<file path="config.mk">
export PLATFORM = sky130hd
export DESIGN_NAME = backlight_sleep_wake_controller
export DESIGN_NICKNAME = d
export VERILOG_FILES = /design/src/hdl/bswc_pkg.sv /design/src/hdl/bswc_cfg.sv /design/src/hdl/bswc_level_step.sv /design/src/hdl/bswc_core.sv /design/src/hdl/backlight_sleep_wake_controller.sv
export SDC_FILE = /design/constraint.sdc
export NUM_CORES = 1
export LEC_CHECK = 0
export BUFFER_PORTS_ARGS = -buffer_cell sky130_fd_sc_hd__buf_4
export CAP_MARGIN = 10
export CORE_ASPECT_RATIO = 2
export CORE_UTILIZATION = 65
export CTS_CLUSTER_DIAMETER = 30
export CTS_CLUSTER_SIZE = 40
export DETAILED_ROUTE_END_ITERATION = 10
export GPL_TIMING_DRIVEN = 1
export PLACE_DENSITY = 0.84
export SYNTH_ARGS = -nofsm -noshare
export SYNTH_HDL_FRONTEND = slang
export SYNTH_SLANG_ARGS = --single-unit
</file>
<file path="constraint.sdc">
create_clock -name clk -period 15.6 [get_ports clk]
set_clock_uncertainty 0.2 [all_clocks]
set_input_delay 2.34 -clock clk [delete_from_list [all_inputs] [get_ports clk]]
set_output_delay 2.34 -clock clk [all_outputs]
set_load 0.02 [all_outputs]
</file>
<file path="src/hdl/bswc_pkg.sv">
// Types, constants and packing helpers for the backlight sleep/wake controller.
`default_nettype none

package bswc_pkg;

	// Configuration register indexes
	localparam logic [0:0] CFG_SLEEP_SECONDS     = 1'b0;
	localparam logic [0:0] CFG_MOTION_TIMEOUT_MS = 1'b1;

	localparam int CFG_DATA_W   = 24;
	localparam int SLEEP_S_W    = 16;
	localparam int SLEEP_MS_W   = 26;
	localparam int TIMEOUT_W    = 24;
	localparam int ELAPSED_W    = 10;
	localparam int LIGHT_W      = 12;
	localparam int LEVEL_W      = 13;
	localparam int IN_TDATA_W   = 32;
	localparam int OUT_TDATA_W  = 24;

	typedef logic [SLEEP_MS_W-1:0] sleep_ms_t;
	typedef logic [TIMEOUT_W-1:0]  timeout_t;
	typedef logic [LEVEL_W-1:0]    level_t;

	localparam sleep_ms_t MS_PER_SECOND       = 26'd1000;
	localparam sleep_ms_t SLEEP_MS_RESET      = 26'd30000;
	localparam timeout_t  MOTION_TIMEOUT_RESET = 24'd60000;

	localparam level_t LEVEL_OFF  = 13'd0;
	localparam level_t LEVEL_MIN  = 13'd80;
	localparam level_t LEVEL_FULL = 13'd4096;
	localparam level_t LEVEL_STEP = 13'd2;
	localparam level_t LEVEL_BAND = 13'd128;
	localparam logic [LIGHT_W-1:0] SENSOR_MAX = 12'd4095;

	typedef struct packed {
		logic [ELAPSED_W-1:0] elapsed_ms;
		logic                 touch;
		logic                 wake_request;
		logic                 motion_trigger;
		logic                 motion_level;
		logic                 auto_adjust;
		logic [LIGHT_W-1:0]   light_level;
	} item_t;

	typedef struct packed {
		level_t brightness;
		logic   awake;
		logic   motion_detected;
		logic   motion_woke;
		logic   went_dark;
	} result_t;

	typedef struct packed {
		sleep_ms_t sleep_ms;
		timeout_t  motion_timeout_ms;
	} cfg_t;

	// Split the input tdata word into its fields, lowest field first.
	function automatic item_t unpack_item(input logic [IN_TDATA_W-1:0] d);
		item_t it;
		it.elapsed_ms     = d[9:0];
		it.touch          = d[10];
		it.wake_request   = d[11];
		it.motion_trigger = d[12];
		it.motion_level   = d[13];
		it.auto_adjust    = d[14];
		it.light_level    = d[26:15];
		return it;
	endfunction

	// Pack a result into the output tdata word, zero filled.
	function automatic logic [OUT_TDATA_W-1:0] pack_result(input result_t r);
		return {7'd0, r.went_dark, r.motion_woke, r.motion_detected, r.awake, r.brightness};
	endfunction

endpackage

`default_nettype wire

</file>
<file path="src/hdl/bswc_cfg.sv">
// Configuration registers; the sleep time is kept in milliseconds.
`default_nettype none

module bswc_cfg (
	input  wire logic                            clk,
	input  wire logic                            arst_n,
	input  wire logic                            cfg_we,
	input  wire logic [0:0]                      cfg_index,
	input  wire logic [bswc_pkg::CFG_DATA_W-1:0] cfg_wdata,
	output bswc_pkg::cfg_t                       cfg
);

	bswc_pkg::sleep_ms_t sleep_ms_q;
	bswc_pkg::timeout_t  timeout_q;

	// Scale seconds to milliseconds once, at write time
	always_ff @(posedge clk or negedge arst_n) begin
		if (!arst_n) begin
			sleep_ms_q <= bswc_pkg::SLEEP_MS_RESET;
			timeout_q  <= bswc_pkg::MOTION_TIMEOUT_RESET;
		end else if (cfg_we) begin
			case (cfg_index)
				bswc_pkg::CFG_SLEEP_SECONDS: begin
					sleep_ms_q <= {10'd0, cfg_wdata[bswc_pkg::SLEEP_S_W-1:0]}
						* bswc_pkg::MS_PER_SECOND;
				end
				bswc_pkg::CFG_MOTION_TIMEOUT_MS: begin
					timeout_q <= cfg_wdata[bswc_pkg::TIMEOUT_W-1:0];
				end
				default: begin
					timeout_q <= timeout_q;
				end
			endcase
		end
	end

	assign cfg.sleep_ms          = sleep_ms_q;
	assign cfg.motion_timeout_ms = timeout_q;

endmodule

`default_nettype wire

</file>
<file path="src/hdl/bswc_level_step.sv">
// One auto-brightness step toward the scaled light reading.
`default_nettype none

module bswc_level_step (
	input  wire logic                         auto_adjust,
	input  wire logic [bswc_pkg::LIGHT_W-1:0] light_level,
	input  wire bswc_pkg::level_t             level_in,
	output bswc_pkg::level_t                  level_out
);

	bswc_pkg::level_t target;
	bswc_pkg::level_t gap;
	logic             step_en;

	// light*4096/4095 truncated equals light, plus one at full scale
	always_comb begin
		target = {1'b0, light_level}
			+ bswc_pkg::level_t'(light_level == bswc_pkg::SENSOR_MAX);
		gap = (level_in > target) ? level_in - target : target - level_in;
		step_en = auto_adjust && ((gap > bswc_pkg::LEVEL_BAND) ||
			(level_in == bswc_pkg::LEVEL_OFF));
	end

	// Step by two and clamp to the valid range
	always_comb begin
		level_out = level_in;
		if (step_en) begin
			if (level_in > target) begin
				if (level_in < bswc_pkg::LEVEL_MIN + bswc_pkg::LEVEL_STEP) begin
					level_out = bswc_pkg::LEVEL_MIN;
				end else begin
					level_out = level_in - bswc_pkg::LEVEL_STEP;
				end
			end else begin
				if (level_in < bswc_pkg::LEVEL_MIN - bswc_pkg::LEVEL_STEP) begin
					level_out = bswc_pkg::LEVEL_MIN;
				end else if (level_in > bswc_pkg::LEVEL_FULL - bswc_pkg::LEVEL_STEP) begin
					level_out = bswc_pkg::LEVEL_FULL;
				end else begin
					level_out = level_in + bswc_pkg::LEVEL_STEP;
				end
			end
		end
	end

endmodule

`default_nettype wire

</file>
<file path="src/hdl/bswc_core.sv">
// Controller state and its per-pass update.
`default_nettype none

module bswc_core #(
	parameter int TIME_BITS = 32
) (
	input  wire logic            clk,
	input  wire logic            arst_n,
	input  wire logic            advance,
	input  wire bswc_pkg::item_t item,
	input  wire bswc_pkg::cfg_t  cfg,
	output bswc_pkg::result_t    result
);

	// Ages replace stamps: age = (clock - stamp) mod 2^TIME_BITS
	logic [TIME_BITS-1:0] clock_q, touch_age_q, motion_age_q;
	bswc_pkg::level_t     level_q;
	logic                 awake_q, timer_q, flag_q;

	logic [TIME_BITS-1:0] clock_n, touch_age_n, motion_age_n, touch_age_adv;
	bswc_pkg::level_t     level_pre, level_n;
	logic                 awake_n, timer_n, flag_n, woke, dark, sleep_due;

	// Apply one pass in model order
	always_comb begin
		clock_n       = clock_q + TIME_BITS'(item.elapsed_ms);
		touch_age_adv = touch_age_q + TIME_BITS'(item.elapsed_ms);
		motion_age_n  = motion_age_q + TIME_BITS'(item.elapsed_ms);
		touch_age_n   = touch_age_adv;
		level_pre     = level_q;
		awake_n       = awake_q;
		timer_n       = timer_q;
		flag_n        = flag_q;
		woke          = 1'b0;
		dark          = 1'b0;

		// Touch and wake request restart the inactivity time
		if (item.touch || item.wake_request) begin
			touch_age_n = '0;
		end
		if (item.wake_request) begin
			timer_n   = 1'b1;
			level_pre = bswc_pkg::LEVEL_FULL;
			awake_n   = 1'b1;
		end

		// Sleep check; a cleared stamp makes the age equal the clock
		sleep_due = !(item.touch || item.wake_request) &&
			(touch_age_adv > TIME_BITS'(cfg.sleep_ms));
		if (sleep_due && !item.motion_trigger && !item.motion_level) begin
			touch_age_n = clock_n;
			if (timer_n) begin
				level_pre = bswc_pkg::LEVEL_OFF;
				timer_n   = 1'b0;
				awake_n   = 1'b0;
				dark      = 1'b1;
			end
		end

		// Motion while asleep
		if (item.motion_trigger && !awake_n) begin
			motion_age_n = '0;
			flag_n       = 1'b1;
			if (!timer_n) begin
				timer_n     = 1'b1;
				touch_age_n = '0;
				level_pre   = bswc_pkg::LEVEL_FULL;
				awake_n     = 1'b1;
				woke        = 1'b1;
			end
		end

		// Motion status clears after the timeout with the pin low
		if (flag_n && !item.motion_level &&
				(motion_age_n > TIME_BITS'(cfg.motion_timeout_ms))) begin
			flag_n = 1'b0;
		end
	end

	bswc_level_step u_level_step (
		.auto_adjust (item.auto_adjust),
		.light_level (item.light_level),
		.level_in    (level_pre),
		.level_out   (level_n)
	);

	// Commit state when the pass moves to the output register
	always_ff @(posedge clk or negedge arst_n) begin
		if (!arst_n) begin
			clock_q      <= '0;
			touch_age_q  <= '0;
			motion_age_q <= '0;
			level_q      <= bswc_pkg::LEVEL_FULL;
			awake_q      <= 1'b1;
			timer_q      <= 1'b1;
			flag_q       <= 1'b0;
		end else if (advance) begin
			clock_q      <= clock_n;
			touch_age_q  <= touch_age_n;
			motion_age_q <= motion_age_n;
			level_q      <= level_n;
			awake_q      <= awake_n;
			timer_q      <= timer_n;
			flag_q       <= flag_n;
		end
	end

	assign result.brightness      = level_n;
	assign result.awake           = awake_n;
	assign result.motion_detected = flag_n;
	assign result.motion_woke     = woke;
	assign result.went_dark       = dark;

endmodule

`default_nettype wire

</file>
<file path="src/hdl/backlight_sleep_wake_controller.sv">
// Top level of the backlight sleep/wake controller.
// Each input transaction is one pass of the display control loop and gives
// exactly one result transaction with the brightness and status after it.
// Input stream s_axis: tvalid/tready/tdata, output stream m_axis the same.
// A transaction moves when tvalid and tready are both high at a clock edge.
// The cfg port writes sleep_seconds (index 0) or motion_timeout_ms (index 1)
// on any edge with cfg_we high; write it only while no pass is in flight.
// An accepted item is held in the input register and its result is registered
// before m_axis shows it. Throughput: one item per cycle while m_axis_tready
// stays high; the state update is add, compare and select between the registers.
// The output register parts the two sides: while a result waits, one more
// item is taken into the input register and holds there until the receiver
// takes the result. Asynchronous reset (arst_n low) empties both registers
// and puts the display awake at full brightness with the clock, the
// inactivity and motion timers at zero and the motion flag clear; the
// configuration returns to 30 s sleep and a 60000 ms motion timeout.
`default_nettype none

module backlight_sleep_wake_controller #(
	parameter int TIME_BITS = 32
) (
	input  wire logic                             clk,
	input  wire logic                             arst_n,
	input  wire logic                             s_axis_tvalid,
	output logic                                  s_axis_tready,
	// [9:0] elapsed_ms, [10] touch, [11] wake_request, [12] motion_trigger,
	// [13] motion_level, [14] auto_adjust, [26:15] light_level, rest zero
	input  wire logic [bswc_pkg::IN_TDATA_W-1:0]  s_axis_tdata,
	output logic                                  m_axis_tvalid,
	input  wire logic                             m_axis_tready,
	// [12:0] brightness, [13] awake, [14] motion_detected, [15] motion_woke,
	// [16] went_dark, rest zero
	output logic [bswc_pkg::OUT_TDATA_W-1:0]      m_axis_tdata,
	input  wire logic                             cfg_we,
	input  wire logic [0:0]                       cfg_index,
	input  wire logic [bswc_pkg::CFG_DATA_W-1:0]  cfg_wdata
);

	bswc_pkg::item_t   item_s1;
	logic              valid_s1;
	logic [bswc_pkg::OUT_TDATA_W-1:0] tdata_s2;
	logic              valid_s2;
	logic              advance;
	bswc_pkg::cfg_t    cfg;
	bswc_pkg::result_t result;

	assign advance       = valid_s1 && (!valid_s2 || m_axis_tready);
	assign s_axis_tready = !valid_s1 || advance;

	bswc_cfg u_cfg (
		.clk       (clk),
		.arst_n    (arst_n),
		.cfg_we    (cfg_we),
		.cfg_index (cfg_index),
		.cfg_wdata (cfg_wdata),
		.cfg       (cfg)
	);

	bswc_core #(
		.TIME_BITS (TIME_BITS)
	) u_core (
		.clk     (clk),
		.arst_n  (arst_n),
		.advance (advance),
		.item    (item_s1),
		.cfg     (cfg),
		.result  (result)
	);

	// Hold the accepted transaction until the core takes it
	always_ff @(posedge clk or negedge arst_n) begin
		if (!arst_n) begin
			valid_s1 <= 1'b0;
		end else if (s_axis_tvalid && s_axis_tready) begin
			valid_s1 <= 1'b1;
		end else if (advance) begin
			valid_s1 <= 1'b0;
		end
	end

	always_ff @(posedge clk) begin
		if (s_axis_tvalid && s_axis_tready) begin
			item_s1 <= bswc_pkg::unpack_item(s_axis_tdata);
		end
	end

	// Result register: load on advance, drop once taken
	always_ff @(posedge clk or negedge arst_n) begin
		if (!arst_n) begin
			valid_s2 <= 1'b0;
		end else if (advance) begin
			valid_s2 <= 1'b1;
		end else if (m_axis_tready) begin
			valid_s2 <= 1'b0;
		end
	end

	always_ff @(posedge clk) begin
		if (advance) begin
			tdata_s2 <= bswc_pkg::pack_result(result);
		end
	end

	assign m_axis_tvalid = valid_s2;
	assign m_axis_tdata  = tdata_s2;

endmodule

`default_nettype wire

</file>
==> results of run 1 <==
## sequential cells by signal (all words and copies together), names as in the netlist, 13 cells and up
| register | count |
|---|---|
| u_core.touch_age_q | 32 |
| m_axis_tdata | 17 |
| item_s1 | 27 |
| u_cfg.sleep_ms_q | 23 |
| u_core.level_q | 13 |
| u_core.clock_q | 32 |
| u_cfg.timeout_q | 24 |
| u_core.motion_age_q | 32 |
## synthesized netlist by cell type, types with 4 or more instances
cell,count
or2_2,7
o22ai_1,10
dfrtp_1,144
o211ai_1,7
nand4_1,29
and4_1,5
nor2_1,114
and2_1,12
xor2_1,55
nand3_1,82
o21bai_1,26
mux2i_1,9
clkbuf_1,40
nor3_1,24
nand2b_1,12
and3_1,22
mux2_2,30
o21ai_1,13
or3_1,5
o21ai_0,101
o31a_1,4
a22o_1,22
o31ai_1,11
edfxtp_1,44
a31oi_1,18
xnor2_1,92
o21a_1,7
nand2_1,225
dfstp_2,17
a21oi_1,84
buf_1,9
nor4_1,10
ha_1,159
inv_1,137
a21o_1,34
nor2b_1,11
fa_1,59
buf_4,9
a21boi_0,4
## power by group through the flow
stage          registers, mW  clock network [mW]  logic [mW]
4_1_cts                0.751               0.670        1.33
6_report               0.752               0.661        1.34
2_1_floorplan          0.742                   0       0.996
3_3_place_gp           0.752                   0        1.26
5_1_grt                0.765               0.691        1.50
3_5_place_dp           0.760                   0        1.32
## worst min path at each step
stage | start | to | slack (ps) | cells past startpoint
2_1_floorplan | u_core.awake_q | u_core.awake_q | 240 | 2
3_3_place_gp | u_core.awake_q | u_core.awake_q | 250 | 2
3_5_place_dp | u_core.awake_q | u_core.awake_q | 250 | 2
4_1_cts | u_core.awake_q | u_core.awake_q | 270 | 2
5_1_grt | u_core.motion_age_q[6] | u_core.motion_age_q[6] | 300 | 2
6_report | u_core.awake_q | u_core.awake_q | 270 | 2
## per-layer routing
metal / GRT usage [%] / part of all wire (%)
met1: 33.3 / 33
met2: 65.6 / 55
met3: 4.13 / 4.0
met4: 26.9 / 8.1
met5: 0 / 0
## area by class of cell
type | instances | area [um2]
clock inverters | 23 | 293
clock buffers | 27 | 676
inverters | 138 | 518
flip-flops and latches | 205 | 5370
multi-input cells | 1377 | 10200
repair buffers | 88 | 662
well taps | 332 | 415
fillers | 1792 | 6420
## per-stage QoR
| step | setup slack [ps] | total power [mW] | cells |
|---|---|---|---|
| after floorplan | 7640 | 1.74 | 1781 |
| after global placement | 5690 | 2.01 | 2139 |
| after CTS | 5510 | 2.75 | 2189 |
| final | 5140 | 2.76 | 2190 |
| after global routing | 4510 | 2.96 | 2190 |
| after detailed placement | 5590 | 2.08 | 2139 |
## cells by family after synthesis
| kind of cell | count (synthesis) | synth area share, % |
|---|---|---|
| AO/OA/AOI/OAI | 392 | 15.9 |
| XOR/XNOR | 147 | 7.90 |
| adder cells (fa/ha/maj) | 218 | 19.4 |
| buffers and inverters | 199 | 4.85 |
| flip-flops | 205 | 32.9 |
| multiplexers | 40 | 2.72 |
| other | 1 | 0.0230 |
| AND/OR/NAND/NOR | 573 | 16.2 |
## worst max-delay path: cells and delay by family, from the launching register on
family | cells | cell delay [ps]
adder cells (fa/ha/maj) | 3 | 1280
flip-flops | 1 | 570
XOR/XNOR | 1 | 230
buffers and inverters | 1 | 120
AND/OR/NAND/NOR | 15 | 3280
AO/OA/AOI/OAI | 16 | 4530
==> metrics.csv, run 1 <==
metric,value,unit
post-synthesis async set-or-reset flop share,78.5,%
worst vdd ir,0.130,mV
area of placed instances,17100,um2
GRT overflow,0,
critical path capture point,m_axis_tdata[7],
"Clk pin slew, worst setup/hold paths",60,ps
Vias/cell,6.19,
cts repair resizes,0,
post-route setup TNS,0,ps
static leakage,8.45,nW
Area contributors post-synth,"dfrtp_1 (22%), ha_1 (12%), edfxtp_1 (8.1%)",
Internal,1.62,mW
antenna violations before repair,0,
core footprint,24500,um2
path depth of the worst reg2reg path,36,
final setup violation count,0,
Max Freq,95.6,MHz
Synth area leader,dfrtp_1,
top cell type's share of synthesized area,22.1,%
crit path kind,reg -> reg,
ANT nets after route,0,
Synth Register Bits,205,
crit path max fanout,23,
Switching Share,41.3,%
status,completed,
Die Width,114,um
Switch Pwr,1.14,mW
critical path startpoint category,flop,
Final Hold Fails,0,
CTS HTree Levels,1,
max-cap violations,0,
initial drt markers,820,
Site Rows,81,
die height,226,um
Max stage delay on crit path,910,ps
Reg2Reg Setup Slack,5140,ps
first-pass GRT wire length,69.4,mm
Comb pwr share,48.7,%
Slew headroom,29.9,%
CP most frequent cell,nor2_1,
Vias,13600,
Mapped Area,16300,um2
Starting Density,66.5,%
syn_area_per_cell,9.18,um2
clk_lat worst skew,550,ps
final core utilization,73.8,%
# IOs,88,
Final Cell Area,18100,um2
Yosys Warn Count,0,
CTS tree,done,
worst slew pin tran,1050,ps
Gate Count Post-Synth,1775,
layout cells sized above 1,11.6,%
"commonest cells after routing, fill and taps aside","nand2_1 (224), ha_1 (159), dfrtp_1 (144)",
antenna diode count,0,
DRC Markers,0,
PortBufs,75,
Die ar.,25800,um2
Sequential Power Share,27.3,%
synth unique cells,89,
drt wl/cell,19.6,um
TritonCTS Buffers,27,
worst reg2reg path startpoint,item_s1[18],
"Hold-fix buffers, CTS",0,
Final period util,67.1,%
Post-synth EDFFs,44,
Clock Power Share,24.0,%
Worst Hold Class,reg -> reg,
kind of end point of the critical path,flop,
crit path time final,10460,ps
Root Buffer,clkbuf_16,
nets,2117,
Longest Clk Path Bufs,3,
Layout area overhead,11.1,%
Worst path slowest cell,o41ai_4,
PD cells,152,nW/um2
All-Layer GR Usage,34.8,%
DR pass1 iterations,5,
"Arr. time, crit path",10600,ps
RSZ-0062 raised after global routing,false,
post-CTS setup buffers,0,
fin. max-slew vios,0,
Fin Hold WS,266,ps
Total Wirelength,42.9,mm
clk sinks,205,
worst setup path startpoint,item_s1[18],
Critical R2R Capture,m_axis_tdata[7],
number of global-route vias before repair,14300,
detailed placer's ending HPWL,32.4,mm
"most common cell after layout, fill and taps aside",nand2_1,
routability cong.,0.988,
Worst Path Required,15730,ps
"Seq/Total Area, Yosys",32.9,%
largest net degree at the start of global routing,92,
ys flop type,dfrtp_1,
(Power assumes the default switching activity.)
==> inputs of run 2 (changes only) <==
Settings changed: ABC_AREA from default to 1, CORE_UTILIZATION 65 to 57, PLACE_DENSITY 0.84 to 0.78.
Clock period 15.6 ns to 8.94 ns, I/O delays scaled along.
==> metrics.csv, run 2 <==
metric,value,unit,change
Vias,15200,,+12%
mux cell area share after synthesis,0,%,-2.7 points
drt wl/cell,18.2,um,-7.2%
status,completed,,
Worst path slowest cell,edfxtp_1,,
first-pass GRT wire length,76.6,mm,+10%
Synth area leader,dfrtp_1,,
Yosys Warn Count,0,,unchanged
detailed placer's ending HPWL,35.9,mm,+11%
Finished Layout Cells,2676,,+22%
Starting Density,57.8,%,-8.6 points
largest registers,"u_core.clock_q: 32 flops, u_core.motion_age_q: 32 flops, u_core.touch_age_q: 32 flops",,
synth unique cells,58,,-35%
cts repair resizes,0,,unchanged
antenna violations before repair,0,,unchanged
final setup violation count,0,,unchanged
Worst Hold Class,reg -> reg,,
syn_area_per_cell,7.75,um2,-16%
Final Cell Area,19200,um2,+6.1%
PnR worst setup slack,885,ps,-4250 ps
Synth Area in Compound Gates,11.3,%,-4.5 points
crit path max fanout,14,,-39%
layout cells sized above 1,11.0,%,-0.59 points
clk_lat worst skew,550,ps,about the same
clk sinks,205,,unchanged
"Clk pin slew, worst setup/hold paths",60,ps,about the same
Worst path top cell family by delay,simple AND/OR/NAND/NOR gates,,
worst path buffer plus inverter count,5,,+4
worst slew pin tran,1030,ps,-22.0 ps
Die ar.,30600,um2,+19%
post-synthesis async set-or-reset flop share,78.5,%,unchanged
RSZ-0062 raised after global routing,false,,
# IOs,88,,unchanged
PortBufs,75,,unchanged
Worst Path Required,9000,ps,-6730 ps
number of global-route vias before repair,15300,,+6.9%
Sequential Power Share,24.9,%,-2.4 points
core footprint,29400,um2,+20%
ys flop type,dfrtp_1,,
Critical R2R Capture,m_axis_tdata[12],,
CP most frequent cell,nand2_1,,
"commonest cells after routing, fill and taps aside","nand2_1 (521), inv_1 (290), nor2_1 (178)",,
"Seq/Total Area, Yosys",31.6,%,-1.3 points
Synth Area in Simple Gates,24.4,%,+8.2 points
Synth Register Bits,205,,unchanged
crit path kind,reg -> reg,,
Reg2Reg Setup Slack,890,ps,-4250 ps
CTS HTree Levels,2,,+1
kind of end point of the critical path,flop,,
Synth Area in Adders,18.7,%,-0.80 points
"most common cell after layout, fill and taps aside",nand2_1,,
pre-CTS setup slack,1350,ps,-4240 ps
All-Layer GR Usage,33.2,%,-1.5 points
max-cap violations,0,,unchanged
Mapped Area,17000,um2,+4.3%
worst vdd ir,0.193,mV,+48%
Final Hold Fails,0,,unchanged
Final period util,90.1,%,+23 points
PD cells,293,nW/um2,+92%
Switching Share,44.6,%,+3.3 points
largest family of logic cells by synthesized area,simple AND/OR/NAND/NOR gates,,
initial drt markers,936,,+14%
DR pass1 iterations,8,,+3
CTS tree,done,,
# placed instances,2610,,+22%
static leakage,9.73,nW,+15%
"Arr. time, crit path",8110,ps,-2490 ps
Area contributors post-synth,"dfrtp_1 (21%), ha_1 (12%), nand2_1 (12%)",,
Max stage delay on crit path,520,ps,-390 ps
area of placed instances,18000,um2,+5.0%
largest net degree at the start of global routing,93,,+1.1%
Switch Pwr,2.51,mW,+120%
critical path startpoint category,flop,,
ANT nets after route,0,,unchanged
path depth of the worst reg2reg path,41,,+14%
most frequent cell after synthesis,nand2_1,,
Min-Delay Path Depth,2,,unchanged
TritonCTS Buffers,36,,+33%
crit path time final,8050,ps,-2410 ps
Layout area overhead,13.0,%,
Max Freq,124,MHz,+30%
Clock Power Share,24.5,%,+0.5 points
"Hold-fix buffers, CTS",0,,unchanged
Longest Clk Path Bufs,3,,unchanged
post-CTS setup buffers,0,,unchanged
top cell type's share of synthesized area,21.2,%,-0.90 points
total power,5.62,mW,+100%
Vias/cell,5.67,,-8.4%
Total Wirelength,48.6,mm,+13%
post-synthesis xor/xnor area fraction,5.56,%,-2.3 points
Comb pwr share,50.6,%,+1.9 points
Synth top cells by count,"nand2_1 (522), inv_1 (291), nor2_1 (178)",,
Root Buffer,clkbuf_16,,
nets,2564,,+21%
DRC Markers,0,,unchanged
die height,246,um,+9.0%
post-route setup TNS,0,ps,unchanged
Gate Count Post-Synth,2194,,+24%
Internal,3.12,mW,+92%
Site Rows,89,,+9.9%
antenna diode count,0,,unchanged
worst reg2reg path startpoint,item_s1[19],,
Slew headroom,31.3,%,+1.4 points
routability cong.,0.982,,-0.67%
hold path start,u_core.level_q[12],,
GRT overflow,0,,unchanged
Post-synth EDFFs,44,,unchanged
fin. max-slew vios,0,,unchanged
Hold EP,u_core.level_q[12],,
Die Width,124,um,+8.9%
==> run 2: cell count changes after synthesis, sizes merged, moves of 22 or more <==
| cell | change |
|---|---|
| a21o | -27 |
| a21oi | +38 |
| a22o | -22 |
| and3 | -23 |
| inv | +166 |
| mux2 | -31 |
| nand2 | +314 |
| nand3 | +40 |
| nor2 | +69 |
| o21ai | +33 |
| xnor2 | -72 |
| xor2 | +33 |
==> run 2: how the worst max path moves through the flow <==
stage	from	to	slack (ps)	cells after the start
detailed placement	item_s1[19]	m_axis_tdata[1]	1350	41
global placement	item_s1[19]	m_axis_tdata[2]	1390	40
finish	item_s1[19]	m_axis_tdata[12]	890	41
CTS	item_s1[19]	m_axis_tdata[2]	1320	40
floorplan	cfg_wdata[0]	u_cfg.sleep_ms_q[24]	2550	28
global route	item_s1[19]	m_axis_tdata[12]	390	42
==> run 2: cell families (layout without fill, tap and decap cells) <==
logic type | Yosys count | after routing
flops | 205 | 205
simple gates | 951 | 951
compound gates | 346 | 346
buf+inv | 365 | 477
xor+xnor | 108 | 108
fa+ha+maj | 218 | 218
other cells | 1 | 7
==> run 2: routing by layer <==
layer / vias to the layer above / GRT usage (%) / share of wire [%] / routed length (um)
met5: - / 0 / 0 / 0
met4: 0 / 27.7 / 9.2 / 4500
met3: 223 / 7.80 / 6.2 / 3000
met2: 534 / 57.1 / 51 / 24700
met1: 7100 / 32.9 / 34 / 16400
li1: 7318 / - / - / -
==> run 2: cell type report <==
type	instances	area, um2
clock buffer	38	951
clock inverter	28	264
fill	2582	10200
inverter	307	1150
multi-input combinational	1630	10200
sequential	205	5370
tap	364	455
timing repair buffer	104	785
==> run 2: worst register-to-register path: cells and delay by family (launching register included) <==
family | cells | cell delay (ps)
and+or+nand+nor | 29 | 4320
adders and majority gates | 3 | 1190
buffers and inverters | 5 | 710
AOI/OAI and AO/OA | 3 | 590
DFF | 1 | 520
xor gates and xnor gates | 1 | 220
==> run 2: power by group through the flow <==
| stage | combinational [mW] | sequential (mW) | clock [mW] |
|---|---|---|---|
| after floorplan | 2.05 | 1.39 | 0 |
| after global placement | 2.68 | 1.40 | 0 |
| after detailed placement | 2.77 | 1.41 | 0 |
| after CTS | 2.80 | 1.39 | 1.40 |
| after global routing | 3.21 | 1.42 | 1.44 |
| final | 2.85 | 1.40 | 1.38 |
==> run 2: per-stage QoR <==
step | hold slack, ps | util, %
2_1_floorplan | 246 | -
3_3_place_gp | 256 | 61.2
3_5_place_dp | 261 | 61.2
4_1_cts | 272 | 65.3
5_1_grt | 298 | 65.3
6_report | 274 | 65.3
==> inputs of run 3 (changes only) <==
Settings changed: CORE_UTILIZATION 57 to 55, GPL_TIMING_DRIVEN 1 to default, PLACE_DENSITY 0.78 to 0.75, SYNTH_HIERARCHICAL from default to 1.
==> metrics.csv, run 3 <==
metric,value,unit,change
status,completed,,
worst slew pin tran,987,ps,-40.3 ps
post-route setup TNS,0,ps,unchanged
syn_area_per_cell,7.45,um2,-3.9%
Vias/cell,5.47,,-3.5%
ANT nets after route,0,,unchanged
largest registers,"u_core/clock_q: 32 flops, u_core/motion_age_q: 32 flops, u_core/touch_age_q: 32 flops",,
Mapped Area,18300,um2,+7.4%
kind of end point of the critical path,flop,,
most frequent cell after synthesis,nand2_1,,
clk_lat worst skew,600,ps,+50 ps
Starting Density,55.6,%,-2.2 points
GRT overflow,0,,unchanged
Worst Path Required,9220,ps,+220 ps
number of global-route vias before repair,16900,,+10%
pre-CTS setup slack,948,ps,-401 ps
synth unique cells,63,,+8.6%
crit path max fanout,27,,+13
"Arr. time, crit path",8580,ps,+470 ps
Layout area overhead,10.1,%,
CP most frequent cell,nand2_1,,
Die ar.,34000,um2,+11%
Max stage delay on crit path,570,ps,+50 ps
"commonest cells after routing, fill and taps aside","nand2_1 (683), inv_1 (401), nor2_1 (162), ha_1 (162), dfrtp_1 (144)",,
"Clk pin slew, worst setup/hold paths",60,ps,about the same
# placed instances,2906,,+11%
Vias,16200,,+6.8%
PD cells,272,nW/um2,-7.0%
top cell type's share of synthesized area,19.7,%,-1.5 points
first-pass GRT wire length,82.1,mm,+7.2%
PnR worst setup slack,642,ps,-244 ps
Longest Clk Path Bufs,3,,unchanged
Worst Hold Class,reg -> reg,,
fin. max-slew vios,0,,unchanged
CTS HTree Levels,1,,-1
Area contributors post-synth,"dfrtp_1 (20%), nand2_1 (14%), ha_1 (11%)",,
drt wl/cell,17.2,um,-5.4%
TritonCTS Buffers,30,,-17%
Finished Layout Cells,2962,,+11%
Die Width,131,um,+5.4%
post-synthesis async set-or-reset flop share,78.5,%,unchanged
Root Buffer,clkbuf_16,,
DR pass1 iterations,8,,unchanged
largest net degree at the start of global routing,102,,+9.7%
RSZ-0062 raised after global routing,false,,
Synth area leader,dfrtp_1,,
"Hold-fix buffers, CTS",0,,unchanged
routability cong.,0.995,,+1.3%
"Seq/Total Area, Yosys",29.4,%,-2.2 points
crit path kind,reg -> reg,,
CTS tree,done,,
antenna diode count,0,,unchanged
Gate Count Post-Synth,2451,,+12%
clk sinks,205,,unchanged
Yosys Warn Count,6,,+6
detailed placer's ending HPWL,39.1,mm,+9.0%
"most common cell after layout, fill and taps aside",nand2_1,,
Final period util,92.8,%,+2.7 points
Slew headroom,33.9,%,+2.7 points
PortBufs,75,,unchanged
final setup violation count,0,,unchanged
Synth top cells by count,"nand2_1 (683), inv_1 (401), ha_1 (162), nor2_1 (162), dfrtp_1 (144)",,
post-CTS setup buffers,0,,unchanged
Site Rows,94,,+5.6%
static leakage,10.1,nW,+4.2%
All-Layer GR Usage,31.5,%,-1.7 points
nets,2789,,+8.8%
critical path startpoint category,flop,,
worst vdd ir,0.207,mV,+7.3%
Max Freq,121,MHz,-2.9%
max-cap violations,0,,unchanged
antenna violations before repair,0,,unchanged
Total Wirelength,51.0,mm,+4.8%
layout cells sized above 1,10.1,%,-0.91 points
die height,260,um,+5.4%
Post-synth EDFFs,44,,unchanged
# IOs,88,,unchanged
Worst path slowest cell,edfxtp_1,,
initial drt markers,847,,-9.5%
ys flop type,dfrtp_1,,
Final Hold Fails,0,,unchanged
Synth Register Bits,205,,unchanged
core footprint,32800,um2,+12%
DRC Markers,0,,unchanged
crit path time final,8300,ps,+244 ps
==> run 3: cell types whose count changed after synthesis, sizes merged, moves of 14 or more <==
cell / previous run / this run
clkbuf: 38 / 24
nand2: 542 / 703
buf: 20 / 46
o21ai: 147 / 126
inv: 304 / 413
nor2: 183 / 168
nor3: 41 / 56
==> run 3: what timing repair did <==
item / 4_1_cts / 5_1_grt
endpoints found under the hold margin: 0 / 0
resized for setup: 0 / 1
endpoints found under the setup margin: 0 / 13
==> run 3: through the flow <==
| step | hold slack [ps] | utilization [%] | power (mW) | area, um2 |
|---|---|---|---|---|
| global placement | 253 | 58.1 | 4.18 | 19100 |
| floorplan | 241 | - | 3.49 | 18300 |
| CTS | 264 | 61.2 | 5.46 | 20100 |
| global route | 277 | 61.2 | 5.94 | 20100 |
| finish | 264 | 61.2 | 5.47 | 20100 |
| detailed placement | 255 | 58.1 | 4.25 | 19100 |
==> run 3: power by group <==
| group | leakage (nW) | internal, mW | switching, mW |
|---|---|---|---|
| clock network | 0.490 | 0.651 | 0.523 |
| logic | 7.17 | 1.06 | 1.90 |
| registers | 2.48 | 1.19 | 0.140 |
==> run 3: final timing paths <==
check | start | end | slack, ps | cells past startpoint
setup / recovery | item_s1[18] | u_core/level_q[11] | 640 | 43
hold / removal | u_cfg/sleep_ms_q[5] | u_cfg/sleep_ms_q[5] | 260 | 2
setup reg to reg | item_s1[18] | u_core/level_q[11] | 640 | 43
hold reg to reg | u_cfg/sleep_ms_q[5] | u_cfg/sleep_ms_q[5] | 260 | 2
max in group asynchronous | arst_n | u_core/clock_q[8] | 6460 | 2
min in group asynchronous | arst_n | u_core/level_q[8] | 670 | 1
==> run 3: cell type report <==
| type | count | area, um2 |
|---|---|---|
| fillers | 3012 | 12700 |
| multi-input cells | 1770 | 11000 |
| flip-flops and latches | 205 | 5370 |
| inverters | 414 | 1560 |
| clock buffers | 31 | 754 |
| repair buffers | 85 | 642 |
| well taps | 432 | 541 |
| clock inverters | 25 | 256 |
==> run 3: routing by layer <==
layer	part of all wire, %	up-vias	global-route usage [%]
met3	5.1	222	5.00
li1	-	7919	-
met5	0	-	0
met4	8.4	0	24.4
met2	53	525	58.9
met1	34	7548	29.5
==> run 3: logic make-up after synthesis <==
family | Yosys count | share of synthesized area (%)
and+or+nand+nor | 1114 | 26.2
buffers and inverters | 484 | 10.8
AOI/OAI and AO/OA | 312 | 10.4
adders and majority gates | 221 | 17.6
muxes | 10 | 0.610
other | 2 | 0.0411
DFF | 205 | 29.4
xor gates and xnor gates | 103 | 4.94
==> run 3: worst max-delay path: cells and delay by family (launching register included) <==
| family | cells | cell delay [ps] |
|---|---|---|
| adder cells (fa/ha/maj) | 3 | 1240 |
| AND/OR/NAND/NOR | 30 | 4590 |
| AO/OA/AOI/OAI | 2 | 410 |
| XOR/XNOR | 1 | 190 |
| buffers and inverters | 7 | 950 |
| flip-flops | 1 | 570 |
